--- src/design/rde_pkg.sv ---
// ----------------------------------------------------------------------------
// rde_pkg
// Shared types, constants and helpers of the radix digit emitter.
// ----------------------------------------------------------------------------
package rde_pkg;

   localparam int VALUE_BITS_DEF = 31;
   localparam int NUMBER_W       = 31;
   localparam int BASE_W         = 8;
   localparam int CHAR_W         = 8;
   localparam int DIGIT_W        = 5;

   localparam logic [BASE_W-1:0]  BASE_MIN  = 8'd2;
   localparam logic [BASE_W-1:0]  BASE_MAX  = 8'd27;
   localparam logic [DIGIT_W-1:0] DEC_LIMIT = 5'd10;
   localparam logic [CHAR_W-1:0]  CHAR_ZERO = 8'h30;
   localparam logic [CHAR_W-1:0]  CHAR_A    = 8'h41;
   localparam logic [CHAR_W-1:0]  CHAR_NONE = 8'h00;

   typedef struct packed {
      logic [NUMBER_W-1:0] number_in;
      logic [BASE_W-1:0]   target_base;
   } req_type;

   typedef struct packed {
      logic [CHAR_W-1:0] digit_char;
      logic              bad_base;
      logic              last_digit;
   } rsp_type;

   typedef enum logic [2:0] {
      ST_IDLE,
      ST_DIV,
      ST_PUSH,
      ST_READ,
      ST_EMIT,
      ST_ERR
   } state_type;

   typedef struct packed {
      logic load;
      logic div_step;
      logic push;
      logic pop;
      logic emit_err;
   } ctrl_cmd_type;

   typedef struct packed {
      logic base_bad;
      logic div_last;
      logic quot_zero;
      logic stack_empty;
   } dp_status_type;

   function automatic logic [CHAR_W-1:0] digit_to_ascii(input logic [DIGIT_W-1:0] d);
      logic [CHAR_W-1:0] c;
      if (d < DEC_LIMIT) begin
         c = CHAR_ZERO + CHAR_W'(d);
      end else begin
         c = CHAR_A + CHAR_W'(d - DEC_LIMIT);
      end
      return c;
   endfunction

endpackage

--- src/design/rde_ram.sv ---
// ----------------------------------------------------------------------------
// rde_ram
// Generic single write port, single read port RAM with registered read.
// ----------------------------------------------------------------------------
module rde_ram #(
   parameter int WIDTH = 5,
   parameter int DEPTH = 31
) (
   input  logic                     clock,
   input  logic                     wr_en,
   input  logic [$clog2(DEPTH)-1:0] wr_addr,
   input  logic [WIDTH-1:0]         wr_data,
   input  logic [$clog2(DEPTH)-1:0] rd_addr,
   output logic [WIDTH-1:0]         rd_data_ff
);

   logic [WIDTH-1:0] mem_ff [DEPTH];

   always_ff @(posedge clock) begin
      if (wr_en) begin
         mem_ff[wr_addr] <= wr_data;
      end
      rd_data_ff <= mem_ff[rd_addr];
   end

endmodule

--- src/design/rde_dp.sv ---
// ----------------------------------------------------------------------------
// rde_dp
// Datapath: bit-serial restoring divider, digit stack and result formatting.
// ----------------------------------------------------------------------------
module rde_dp #(
   parameter int VALUE_BITS = rde_pkg::VALUE_BITS_DEF
) (
   input  logic                   clock,
   input  logic                   reset,
   input  rde_pkg::req_type       req_data,
   input  rde_pkg::ctrl_cmd_type  cmd,
   output rde_pkg::dp_status_type status,
   output rde_pkg::rsp_type       rsp_data
);
   import rde_pkg::*;

   localparam int CW  = $clog2(VALUE_BITS + 1);
   localparam int BCW = $clog2(VALUE_BITS);
   localparam int AW  = $clog2(VALUE_BITS);

   logic [VALUE_BITS-1:0] value_ff, value_in, value_load;
   logic [DIGIT_W-1:0]    rem_ff, rem_in;
   logic [DIGIT_W-1:0]    base_ff, base_in;
   logic [BCW-1:0]        bitcnt_ff, bitcnt_in;
   logic [CW-1:0]         count_ff, count_in;
   logic [DIGIT_W:0]      trial;
   logic                  trial_ge;
   logic [CW-1:0]         count_dec;
   logic [AW-1:0]         ram_addr;
   logic [DIGIT_W-1:0]    ram_rdata;

   generate
      if (VALUE_BITS <= NUMBER_W) begin : g_narrow
         assign value_load = req_data.number_in[VALUE_BITS-1:0];
      end else begin : g_wide
         assign value_load = {{(VALUE_BITS-NUMBER_W){1'b0}}, req_data.number_in};
      end
   endgenerate

   assign trial     = {rem_ff, value_ff[VALUE_BITS-1]};
   assign trial_ge  = trial >= {1'b0, base_ff};
   assign count_dec = count_ff - CW'(1);

   always_comb begin
      value_in  = value_ff;
      rem_in    = rem_ff;
      base_in   = base_ff;
      bitcnt_in = bitcnt_ff;
      count_in  = count_ff;
      if (cmd.load) begin
         value_in  = value_load;
         rem_in    = '0;
         base_in   = req_data.target_base[DIGIT_W-1:0];
         bitcnt_in = '0;
         count_in  = '0;
      end
      if (cmd.div_step) begin
         value_in  = {value_ff[VALUE_BITS-2:0], trial_ge};
         rem_in    = trial_ge ? DIGIT_W'(trial - {1'b0, base_ff}) : trial[DIGIT_W-1:0];
         bitcnt_in = bitcnt_ff + BCW'(1);
      end
      if (cmd.push) begin
         rem_in    = '0;
         bitcnt_in = '0;
         count_in  = count_ff + CW'(1);
      end
      if (cmd.pop) begin
         count_in = count_dec;
      end
   end

   always_ff @(posedge clock) begin
      if (reset) begin
         count_ff <= '0;
      end else begin
         count_ff <= count_in;
      end
   end

   always_ff @(posedge clock) begin
      value_ff  <= value_in;
      rem_ff    <= rem_in;
      base_ff   <= base_in;
      bitcnt_ff <= bitcnt_in;
   end

   assign ram_addr = cmd.push ? count_ff[AW-1:0] : count_dec[AW-1:0];

   rde_ram #(
      .WIDTH (DIGIT_W),
      .DEPTH (VALUE_BITS)
   ) u_stack (
      .clock      (clock),
      .wr_en      (cmd.push),
      .wr_addr    (ram_addr),
      .wr_data    (rem_ff),
      .rd_addr    (ram_addr),
      .rd_data_ff (ram_rdata)
   );

   assign status.base_bad    = (req_data.target_base < BASE_MIN) ||
                               (req_data.target_base > BASE_MAX);
   assign status.div_last    = bitcnt_ff == BCW'(VALUE_BITS - 1);
   assign status.quot_zero   = value_ff == '0;
   assign status.stack_empty = count_ff == '0;

   always_comb begin
      if (cmd.emit_err) begin
         rsp_data.digit_char = CHAR_NONE;
         rsp_data.bad_base   = 1'b1;
         rsp_data.last_digit = 1'b1;
      end else begin
         rsp_data.digit_char = digit_to_ascii(ram_rdata);
         rsp_data.bad_base   = 1'b0;
         rsp_data.last_digit = count_ff == '0;
      end
   end

   a_push_room: assert property (@(posedge clock) disable iff (reset)
      cmd.push |-> count_ff < CW'(VALUE_BITS))
      else $error("digit stack overflow");

   a_pop_nonempty: assert property (@(posedge clock) disable iff (reset)
      cmd.pop |-> count_ff != '0)
      else $error("pop from empty digit stack");

   a_rem_below_base: assert property (@(posedge clock) disable iff (reset)
      $past(cmd.div_step) |-> rem_ff < base_ff)
      else $error("remainder not below base");

endmodule

--- src/design/rde_ctrl.sv ---
// ----------------------------------------------------------------------------
// rde_ctrl
// Controller: sequences division, stack push, digit emission and the bad-base error result.
// ----------------------------------------------------------------------------
module rde_ctrl (
   input  logic                   clock,
   input  logic                   reset,
   input  logic                   start,
   input  rde_pkg::dp_status_type status,
   output rde_pkg::ctrl_cmd_type  cmd,
   output logic                   busy,
   output logic                   rsp_strobe
);
   import rde_pkg::*;

   state_type state_ff, state_in;

   always_ff @(posedge clock) begin
      if (reset) begin
         state_ff <= ST_IDLE;
      end else begin
         state_ff <= state_in;
      end
   end

   always_comb begin
      state_in = state_ff;
      unique case (state_ff)
         ST_IDLE: begin
            if (start) begin
               state_in = status.base_bad ? ST_ERR : ST_DIV;
            end
         end
         ST_DIV: begin
            if (status.div_last) begin
               state_in = ST_PUSH;
            end
         end
         ST_PUSH: state_in = status.quot_zero ? ST_READ : ST_DIV;
         ST_READ: state_in = ST_EMIT;
         ST_EMIT: state_in = status.stack_empty ? ST_IDLE : ST_READ;
         ST_ERR:  state_in = ST_IDLE;
         default: state_in = ST_IDLE;
      endcase
   end

   always_comb begin
      cmd        = '0;
      busy       = 1'b1;
      rsp_strobe = 1'b0;
      unique case (state_ff)
         ST_IDLE: begin
            busy     = 1'b0;
            cmd.load = start;
         end
         ST_DIV:  cmd.div_step = 1'b1;
         ST_PUSH: cmd.push = 1'b1;
         ST_READ: cmd.pop = 1'b1;
         ST_EMIT: rsp_strobe = 1'b1;
         ST_ERR: begin
            rsp_strobe   = 1'b1;
            cmd.emit_err = 1'b1;
         end
         default: busy = 1'b1;
      endcase
   end

   a_accept_busy: assert property (@(posedge clock) disable iff (reset)
      (start && !busy) |=> busy)
      else $error("accepted item did not raise busy");

   a_err_single: assert property (@(posedge clock) disable iff (reset)
      (state_ff == ST_ERR) |=> (state_ff == ST_IDLE))
      else $error("error result not single");

   a_strobe_busy: assert property (@(posedge clock) disable iff (reset)
      rsp_strobe |-> busy)
      else $error("result strobe while idle");

endmodule

--- src/design/radix_digit_emitter.sv ---
// ----------------------------------------------------------------------------
// radix_digit_emitter
// Converts a value to ASCII digits in base 2..27, most significant first.
// ----------------------------------------------------------------------------
// Usage:
//   Drive req_data (number_in, target_base) and raise start while busy is
//   low; the item is taken at that clock edge and busy rises.
//   Each digit appears on rsp_data for one cycle with rsp_strobe high,
//   most significant digit first; last_digit marks the final one.
//   A base outside 2..27 gives one result with bad_base and last_digit set
//   and digit_char zero, in the cycle right after the item is taken.
//   Value zero gives the single digit '0'.
// Operation:
//   Each digit is found by a bit-serial restoring divider, one quotient bit
//   per cycle, after which the remainder is pushed onto the digit stack.
//   Emission reads each digit from the stack, then outputs it.
//   busy stays high until the last digit is out; one item at a time.
// Reset:
//   Synchronous, active high; returns to idle and empties the digit stack.
//   Results cannot be held off by the receiver: it must take each strobe.
// ----------------------------------------------------------------------------
module radix_digit_emitter #(
   parameter int VALUE_BITS = rde_pkg::VALUE_BITS_DEF
) (
   input  logic             clock,
   input  logic             reset,
   input  logic             start,
   output logic             busy,
   input  rde_pkg::req_type req_data,
   output logic             rsp_strobe,
   output rde_pkg::rsp_type rsp_data
);
   import rde_pkg::*;

   ctrl_cmd_type  cmd;
   dp_status_type status;

   rde_ctrl u_ctrl (
      .clock      (clock),
      .reset      (reset),
      .start      (start),
      .status     (status),
      .cmd        (cmd),
      .busy       (busy),
      .rsp_strobe (rsp_strobe)
   );

   rde_dp #(
      .VALUE_BITS (VALUE_BITS)
   ) u_dp (
      .clock    (clock),
      .reset    (reset),
      .req_data (req_data),
      .cmd      (cmd),
      .status   (status),
      .rsp_data (rsp_data)
   );

endmodule

--- config.mk ---
export PLATFORM = sky130hd
export DESIGN_NAME = radix_digit_emitter
export DESIGN_NICKNAME = d
export VERILOG_FILES = /design/src/design/rde_pkg.sv /design/src/design/rde_ram.sv /design/src/design/rde_dp.sv /design/src/design/rde_ctrl.sv /design/src/design/radix_digit_emitter.sv
export SDC_FILE = /design/constraint.sdc
export NUM_CORES = 1
export LEC_CHECK = 0
export ABC_CLOCK_PERIOD_IN_PS = 5700
export BUFFER_PORTS_ARGS = -buffer_cell sky130_fd_sc_hd__buf_2
export CAP_MARGIN = 25
export CORE_AREA = 8 8 166 168
export CTS_CLUSTER_DIAMETER = 150
export CTS_CLUSTER_SIZE = 40
export DETAILED_ROUTE_END_ITERATION = 10
export DIE_AREA = 0 0 174 176
export HOLD_SLACK_MARGIN = 0.08
export SLEW_MARGIN = 0
export SYNTH_ARGS = -nofsm -noshare
export SYNTH_HDL_FRONTEND = slang
export SYNTH_SLANG_ARGS = --single-unit
--- constraint.sdc ---
create_clock -name clock -period 5.7 [get_ports clock]
set_clock_uncertainty 0.15 [all_clocks]
set_input_delay 0.285 -clock clock [delete_from_list [all_inputs] [get_ports clock]]
set_output_delay 0.285 -clock clock [all_outputs]
set_load 0.01 [all_outputs]
==> reports/metrics.yaml, run 1 <==
critPathMaxStageDelay_ps: 710
synth_cell_types: 62
worstSetupPathType: "reg2reg"
postPlaceCellArea_um2: 10300
fin_area_um2: 11000
grt_pass1_wl_um: 36000
drtAntennaViolNets: 0
setup_violations: 0
grtUsageMet1: 0.186
rows: 58
drive_above_1_share: 0.102
crit_required_ps: 5890
gr-usage-all-layers: 0.145
grt.overflow.total: 0
cts_num_sinks: 214
endpoint_kind: "flip-flop"
ir_drop_uv: 244
post_cts_buffers: 0
io_pins: 54
cts_htree_levels: 1
initial_utilization: 0.393
critPathSlowestCell: "ha_4"
hold_class: "in2reg"
syn2layout_area_growth_pct: 12.5
via_count: 6448
slew_headroom: 0.321
n_antenna_cell: 0
cts_made_buffers: 9
die_w_um: 174
rsz0062_at_grt: "false"
fin_ws_ps: 1800
post-route-period-util: 0.683
syn-num-nets: 863
clock_latency_ps: 490
worstPathMaxFanout: 73
ctsLongestPathBuffers: 3
port_buffers: 52
total_power_uw: 5110
grt_antenna_before_repair: 0
grt_pass1_vias: 6562
report.final.hold_viol_count: 0
avgSynthCellArea_um2: 12.1
power.density_nw_per_um2: 465
cts_root_buf: "clkbuf_16"
fillers: 2350
vias_per_cell: 5.36
cp.arrival_ps: 4090
wirelength_um: 22600
start_kind: "flip-flop"
die_y_um: 176
synth_warnings: 0
async_flop_share: 0
multi_input_area_um2: 3270
cts_tree: "done"
final-seq-area_um2: 6200
dpl.hpwl_um: 14500
ys_seq_area_frac: 0.635
synthCells: 807
nNetsFinal: 926
status: "complete, no violations"
grt_max_degree: 74
drtPass1Iterations: 5
dp_slack_ps: 1780
avgRoutedWirePerCell_um: 18.8
p_leak_uw: 0.00402
synthFlopType: "edfxtp_1"
grtUsageMet2: 0.254
clkTransAtPathRegs_ps: 140
met3_usage: 0.0160
period_minus_slack_ps: 3900
drv_cap: 0
grt_busiest_layer: "met2"
synth_seq_cells: 214
gp_congestion: 0.778
drcViolationCount: 0
final-max-slew-violation-count: 0
synth_edf_count: 191
drt-initial-drc-count: 524
crit_chain: "or3b_4 -> inv_2 -> ha_4 -> buf_4 -> mux2i_1 -> a221oi_1 -> a21oi_1 -> o2111ai_1"
synth_area_um2: 9760
worst_pin_slew_ps: 1020
dieArea_um2: 30600
setup_tns_ps: 0
fmax_mhz: 257
core_um2: 24800
sequential cells by signal, summed over array words and instances, names as in the netlist:
signal,cells
u_ctrl.state_ff,3
u_dp.base_ff,5
u_dp.bitcnt_ff,5
u_dp.count_ff,5
u_dp.rem_ff,5
u_dp.u_stack.mem_ff,155
u_dp.u_stack.rd_data_ff,5
u_dp.value_ff,31
metal layers:
metal / wire length (um) / share of wire
met5: 0 / 0
met4: 552 / 0.024
met3: 869 / 0.038
met2: 11100 / 0.49
met1: 10100 / 0.45
worst max-delay path: cells and delay by family, from the launching register on:
kind	cells	cell delay (ps)
fa+ha+maj	1	710
flops	1	680
mux	1	250
buf+inv	2	890
simple gates	1	520
compound gates	3	530
area by class of cell:
| class | instances | share of cell area |
|---|---|---|
| Multi-Input combinational cell | 519 | 0.298 |
| Tap cell | 330 | 0.0376 |
| Inverter | 20 | 0.00684 |
| Clock buffer | 12 | 0.0215 |
| Sequential cell | 214 | 0.564 |
| Clock inverter | 1 | 0.00274 |
| Timing Repair Buffer | 106 | 0.0691 |
path summary, 6_finish.rpt:
check | depth (start not counted) | from | slack, ps | end
max | 8 | u_ctrl.state_ff[1]$_SDFFE_PP0P_ | 1800 | u_dp.u_stack.rd_data_ff[4]$_DFF_P_
min | 3 | req_data[6] | 110 | u_ctrl.state_ff[2]$_SDFFE_PP0P_
max reg2reg | 8 | u_ctrl.state_ff[1]$_SDFFE_PP0P_ | 1800 | u_dp.u_stack.rd_data_ff[4]$_DFF_P_
min reg2reg | 1 | u_dp.bitcnt_ff[4]$_SDFFE_PP0P_ | 370 | u_dp.bitcnt_ff[4]$_SDFFE_PP0P_
what timing repair did:
action | in CTS | in global routing
hold buffers | 39 | 0
endpoints found under the hold margin | 44 | 0
gates resized for setup | 0 | 0
setup endpoints to repair | 0 | 0
power breakdown:
group	switching (uW)	internal (uW)
clock network	480	307
logic	1300	694
registers	193	2130
through the flow:
stage,hold slack [ps],util,cells
after floorplan,204,-,807
after global placement,320,0.415,1148
after detailed placement,316,0.416,1150
after CTS,85.3,0.442,1202
after global routing,158,0.442,1202
final,109,0.442,1202
synth_stat cells, types with 2 or more instances:
| cell type | number | area, um^2 |
|---|---|---|
| a211oi_1 | 32 | 240 |
| a21boi_0 | 2 | 15.0 |
| a21o_1 | 2 | 15.0 |
| a21oi_1 | 26 | 130 |
| a221oi_1 | 37 | 324 |
| a22oi_1 | 2 | 15.0 |
| a31oi_1 | 2 | 12.5 |
| a41oi_1 | 2 | 17.5 |
| and2_1 | 2 | 12.5 |
| buf_1 | 2 | 7.51 |
| buf_2 | 13 | 65.1 |
| buf_4 | 3 | 22.5 |
| buf_6 | 2 | 22.5 |
| clkbuf_1 | 34 | 128 |
| dfxtp_1 | 23 | 460 |
| edfxtp_1 | 191 | 5740 |
| ha_1 | 13 | 163 |
| inv_1 | 19 | 71.3 |
| mux2i_1 | 46 | 460 |
| nand2_1 | 124 | 465 |
| nand2b_1 | 4 | 25.0 |
| nand3_1 | 10 | 50.1 |
| nand3b_1 | 2 | 15.0 |
| nand4_1 | 3 | 18.8 |
| nor2_1 | 65 | 244 |
| nor2b_1 | 34 | 213 |
| nor3_1 | 9 | 45.0 |
| nor3b_1 | 2 | 15.0 |
| nor4_1 | 10 | 62.6 |
| o2111ai_1 | 6 | 52.6 |
| o211ai_1 | 6 | 45.0 |
| o21a_1 | 3 | 22.5 |
| o21ai_0 | 23 | 115 |
| o21ai_1 | 2 | 10.0 |
| o22ai_1 | 7 | 43.8 |
| o31a_1 | 4 | 35.0 |
| o41a_1 | 2 | 22.5 |
| o41ai_1 | 3 | 26.3 |
| or2_2 | 3 | 18.8 |
| or3_1 | 4 | 25.0 |
| xnor2_1 | 5 | 43.8 |
| xor2_1 | 3 | 26.3 |
layout by cell type, fill, tap and decap left out, drive strengths merged, types with 4 or more instances in the layout:
cell type,count
xnor2,5
dlygate4sd3,39
mux2i,46
dfxtp,23
o21ai,25
a211oi,32
nor2,65
ha,13
nor2b,34
nor4,11
o2111ai,6
a21oi,27
nand2,124
o31a,4
o211ai,6
o22ai,7
a221oi,37
nand2b,4
edfxtp,191
inv,20
or3,4
nand3,10
clkbuf,12
buf,67
nor3,9
kinds of logic after synthesis:
kind of cell	share of synthesized area
other	0.000384
multiplexers	0.0472
XOR/XNOR	0.00718
adder cells (fa/ha/maj)	0.0187
AND/OR/NAND/NOR	0.134
buffers and inverters	0.0328
AO/OA/AOI/OAI	0.125
flip-flops	0.635
(Power assumes the default switching activity.)
==> run 2: changes to the inputs <==
Settings changed: ABC_CLOCK_PERIOD_IN_PS 5700 to 4100.
Clock period 5.7 ns to 4.1 ns, I/O delays scaled along.
==> run 2 against run 1 <==
  * Die area unchanged
  * Fmax increased by 15%
  * Largest cell class unchanged
  * Combinational power increased by 46%
  * Sequential power increased by 38%
  * Flip-flop and latch count unchanged
  * Largest power group unchanged
  * Register-to-register slack got worse by 1100 ps
  * Worst hold slack improved by 200 ps
  * First-iteration DRC count increased by 9.5%
  * Count of clock-buffer cells in the layout unchanged
  * Core utilization increased by 0.25 points
  * Critical path depth decreased by 2
  * Critical path type unchanged
==> reports/metrics.yaml, run 2 (synthesized netlist as in run 1, its figures left out) <==
drt-initial-drc-count: 574
clkTransAtPathRegs_ps: 140
p_leak_uw: 0.00406
syn2layout_area_growth_pct: 13.1
largest_reg_flops: 155
vias_per_cell: 5.46
setup_tns_ps: 0
nNetsFinal: 932
ir_drop_uv: 351
grt_pass1_vias: 6659
critPathMaxStageDelay_ps: 530
endpoint_kind: "flip-flop"
post-place-cells: 1154
top_regs: "u_dp.u_stack.mem_ff x155, u_dp.value_ff x31"
crit_chain: "or3b_4 -> inv_2 -> ha_4 -> buf_4 -> nand3_1 -> nor2_1"
drcViolationCount: 0
cts_htree_levels: 1
fin_cells: 1208
drive_above_1_share: 0.107
drtAntennaViolNets: 0
timing.rr.end: "u_dp.u_stack.mem_ff[21][2]$_DFFE_PP_"
core_um2: 24800
top_register: "u_dp.u_stack.mem_ff"
slew_headroom: 0.390
drv_cap: 0
post_cts_buffers: 0
intPower_uw: 4410
ctsLongestPathBuffers: 3
worstSetupPathType: "reg2reg"
post-route-period-util: 0.828
total_power_uw: 7220
power_frac_comb: 0.405
gp_congestion: 0.846
rsz0062_at_grt: "false"
grt_pass1_wl_um: 37400
n_antenna_cell: 0
wirelength_um: 23700
clock_latency_ps: 480
hold_class: "in2reg"
initial_utilization: 0.393
port_buffers: 52
cts_made_buffers: 9
pwr-share-seq: 0.444
gr-usage-all-layers: 0.152
fmax_mhz: 295
critPathCapture: "u_dp.u_stack.mem_ff[21][2]$_DFFE_PP_"
worstPathMaxFanout: 23
path_buf_inv: 2
clockPowerShare: 0.151
drtPass1Iterations: 7
cts_num_sinks: 214
mostFrequentLayoutCells: "edfxtp_1 (191), nand2_1 (124), nor2_1 (65)"
grt_antenna_before_repair: 0
crit_required_ps: 4090
cp.arrival_ps: 3380
layout_commonest_cell: "edfxtp_1"
crit_family: "simple AND/OR/NAND/NOR gates"
period_minus_slack_ps: 3400
postPlaceCellArea_um2: 10400
avgRoutedWirePerCell_um: 19.6
dpl.hpwl_um: 15400
r2r_start: "u_ctrl.state_ff[2]$_SDFFE_PP0P_"
fin_hold_ws_ps: 306
die_y_um: 176
cp.depth: 6
dieArea_um2: 30600
die_w_um: 174
r2r_cells: 6
cts_root_buf: "clkbuf_16"
switching_share: 0.390
report.final.hold_viol_count: 0
power.density_nw_per_um2: 654
worst_pin_slew_ps: 915
fin_area_um2: 11000
rows: 58
grt.overflow.total: 0
final-max-slew-violation-count: 0
critPathSlowestCell: "or3b_4"
power.switching_uw: 2810
via_count: 6592
setup_violations: 0
reg2reg_slack_ps: 700
critPathLaunch: "u_ctrl.state_ff[2]$_SDFFE_PP0P_"
start_kind: "flip-flop"
status: "complete, no violations"
grt_max_degree: 57
cts_tree: "done"
io_pins: 54
[run 2: cell types whose count changed in the layout (fill, tap and decap cells not counted), sizes merged]
| cell | delta |
|---|---|
| buf | +5 |
| dlygate4sd3 | +1 |
[run 2: repair_timing]
item	CTS	global route
resized for setup	0	0
hold buffers	40	0
endpoints found under the hold margin	44	0
[run 2: metal layers]
metal / wire (um) / track usage
met5: 0 / 0
met4: 606 / 0.0506
met3: 975 / 0.0158
met2: 11400 / 0.256
met1: 10700 / 0.203
[run 2: how the worst min path moves through the flow]
stage | start | endpoint | slack (ps) | cells past startpoint
final | req_data[0] | u_dp.base_ff[0]$_DFFE_PP_ | 310 | 2
after global placement | req_data[0] | u_dp.base_ff[0]$_DFFE_PP_ | 230 | 1
after CTS | req_data[0] | u_dp.base_ff[0]$_DFFE_PP_ | 290 | 2
after global routing | req_data[0] | u_dp.base_ff[0]$_DFFE_PP_ | 310 | 2
after floorplan | reset | u_dp.count_ff[3]$_SDFFE_PP0P_ | 120 | 1
after detailed placement | req_data[0] | u_dp.base_ff[0]$_DFFE_PP_ | 230 | 1
[run 2: power groups by stage]
| stage | Clock [uW] | Sequential [uW] | Combinational [uW] |
|---|---|---|---|
| after floorplan | 0 | 3240 | 1910 |
| after global placement | 0 | 3250 | 2860 |
| after detailed placement | 0 | 3260 | 2890 |
| after CTS | 1110 | 3210 | 2940 |
| after global routing | 1180 | 3250 | 3240 |
| final | 1090 | 3200 | 2930 |
[run 2: cell type report]
type                    count  area (um^2)
fillers                  2284        13800
clock buffers              12          236
well taps                 330          413
clock inverters             1         30.0
flip-flops and latches    214         6200
multi-input cells         519         3270
inverters                  20         75.1
repair buffers            112          821
[run 2: through the flow]
step / setup WS (ps) / utilization
2_1_floorplan: 984 / -
3_3_place_gp: 806 / 0.418
3_5_place_dp: 734 / 0.418
4_1_cts: 707 / 0.445
5_1_grt: 512 / 0.445
6_report: 705 / 0.445
==> run 3: changes to the inputs <==
Settings changed: ABC_CLOCK_PERIOD_IN_PS 4100 to 3300.
Clock period 4.1 ns to 3.3 ns, I/O delays scaled along.
==> run 3 against run 2 <==
  * Combinational power grew 24%
  * Non-clock buffer count up 7
  * Sequential power grew 23%
  * Fmax increased by 14%
  * Cell count increased by 0.58%
  * Global-route usage shrank 1.1 points
  * Die area is the same
  * Total power increased by 23%
  * Largest cell class unchanged
  * Largest power group unchanged
==> reports/metrics.yaml, run 3 (synthesized netlist as in run 1, its figures left out) <==
status: "complete, no violations"
gr-usage-all-layers: 0.141
fillers: 2308
period_minus_slack_ps: 2990
setup_violations: 0
multi_input_area_um2: 3270
clkTransAtPathRegs_ps: 140
vias_per_cell: 5.29
layout_commonest_cell: "edfxtp_1"
fmax_mhz: 335
cts_root_buf: "clkbuf_16"
grt_max_degree: 49
drcViolationCount: 0
rows: 58
ctsLongestPathBuffers: 3
io_pins: 54
syn2layout_area_growth_pct: 13.9
top_regs: "u_dp.u_stack.mem_ff x155, u_dp.value_ff x31"
cts_made_buffers: 9
fin_ws_ps: 313
crit_required_ps: 3280
top_register: "u_dp.u_stack.mem_ff"
setup_tns_ps: 0
post-route-util: 0.448
port_buffers: 52
cts_tree: "done"
via_count: 6423
worst_pin_slew_ps: 800
grt_pass1_vias: 6357
reg2reg_slack_ps: 310
initial_utilization: 0.393
grt.overflow.total: 0
post-route-period-util: 0.905
cp.arrival_ps: 2970
die_w_um: 174
wirelength_um: 22200
dieArea_um2: 30600
p_leak_uw: 0.00410
drtAntennaViolNets: 0
drv_cap: 0
critPathLaunch: "u_dp.count_ff[0]$_SDFFE_PP0P_"
drt-initial-drc-count: 517
final-max-slew-violation-count: 0
gp_congestion: 0.831
cts_htree_levels: 1
final-seq-area_um2: 6200
core_um2: 24800
power.density_nw_per_um2: 802
nNetsFinal: 939
ir_drop_uv: 439
dp_slack_ps: 131
r2r_start: "u_dp.count_ff[0]$_SDFFE_PP0P_"
avgRoutedWirePerCell_um: 18.3
endpoint_kind: "flip-flop"
rsz0062_at_grt: "false"
timing.rr.end: "u_dp.u_stack.mem_ff[22][3]$_DFFE_PP_"
largest_reg_flops: 155
die_y_um: 176
post_cts_buffers: 0
dpl.hpwl_um: 14700
critPathCapture: "u_dp.u_stack.mem_ff[22][3]$_DFFE_PP_"
drtPass1Iterations: 5
worstSetupPathType: "reg2reg"
mostFrequentLayoutCells: "edfxtp_1 (191), nand2_1 (124), nor2_1 (65)"
drive_above_1_share: 0.115
cts_num_sinks: 214
slew_headroom: 0.467
grt_antenna_before_repair: 0
min_from: "req_data[0]"
n_antenna_cell: 0
report.final.hold_viol_count: 0
worstPathMaxFanout: 8
start_kind: "flip-flop"
r2r_cells: 6
hold_class: "in2reg"
grt_pass1_wl_um: 35000
clock_latency_ps: 470
-- run 3: worst max-delay path, cell delays in order (launching register included) --
cell and delay [ps]:
dfxtp_1 410, inv_1 150, ha_1 240, or3b_2 510
nor3_1 350, a22oi_1 350, nor2_1 480
-- run 3: worst min-delay path by stage --
stage               slack (ps)                             to  cells past startpoint
floorplan                   80  u_dp.count_ff[3]$_SDFFE_PP0P_                      1
global placement           190      u_dp.base_ff[0]$_DFFE_PP_                      1
detailed placement         190      u_dp.base_ff[0]$_DFFE_PP_                      1
CTS                        230      u_dp.base_ff[0]$_DFFE_PP_                      2
global route               260      u_dp.base_ff[0]$_DFFE_PP_                      2
finish                     260      u_dp.base_ff[0]$_DFFE_PP_                      2
-- run 3: layout make-up --
cell class,count,share of cell area
Timing Repair Buffer,119,0.0797
Multi-Input combinational cell,519,0.295
Clock inverter,1,0.00270
Clock buffer,12,0.0213
Inverter,20,0.00676
Tap cell,330,0.0372
Sequential cell,214,0.558
-- run 3: metal layers --
metal / share of wire / track usage / wire (um)
met5: 0 / 0 / 0
met4: 0.019 / 0.0356 / 429
met3: 0.043 / 0.0152 / 954
met2: 0.49 / 0.245 / 11000
met1: 0.44 / 0.185 / 9830
-- run 3: what timing repair did --
| action | 4_1_cts | 5_1_grt |
|---|---|---|
| setup endpoints to repair | 0 | 35 |
| hold buffers | 40 | 0 |
| gates resized for setup | 0 | 1 |
| hold endpoints to repair | 44 | 0 |
-- run 3: power breakdown --
group | switching [uW] | leakage, uW | total (uW) | internal (uW)
clock | 789 | 0.000126 | 1320 | 529
combinational | 2340 | 0.00201 | 3640 | 1300
sequential | 266 | 0.00197 | 3950 | 3680
-- run 3: stage by stage --
step / hold slack, ps / area, um^2 / std cells / total power [uW]
after floorplan: 84.1 / 9760 / 807 / 6400
after global placement: 193 / 10400 / 1161 / 7580
after detailed placement: 193 / 10400 / 1161 / 7600
after CTS: 228 / 11100 / 1214 / 8940
after global routing: 255 / 11100 / 1215 / 9440
final: 256 / 11100 / 1215 / 8910
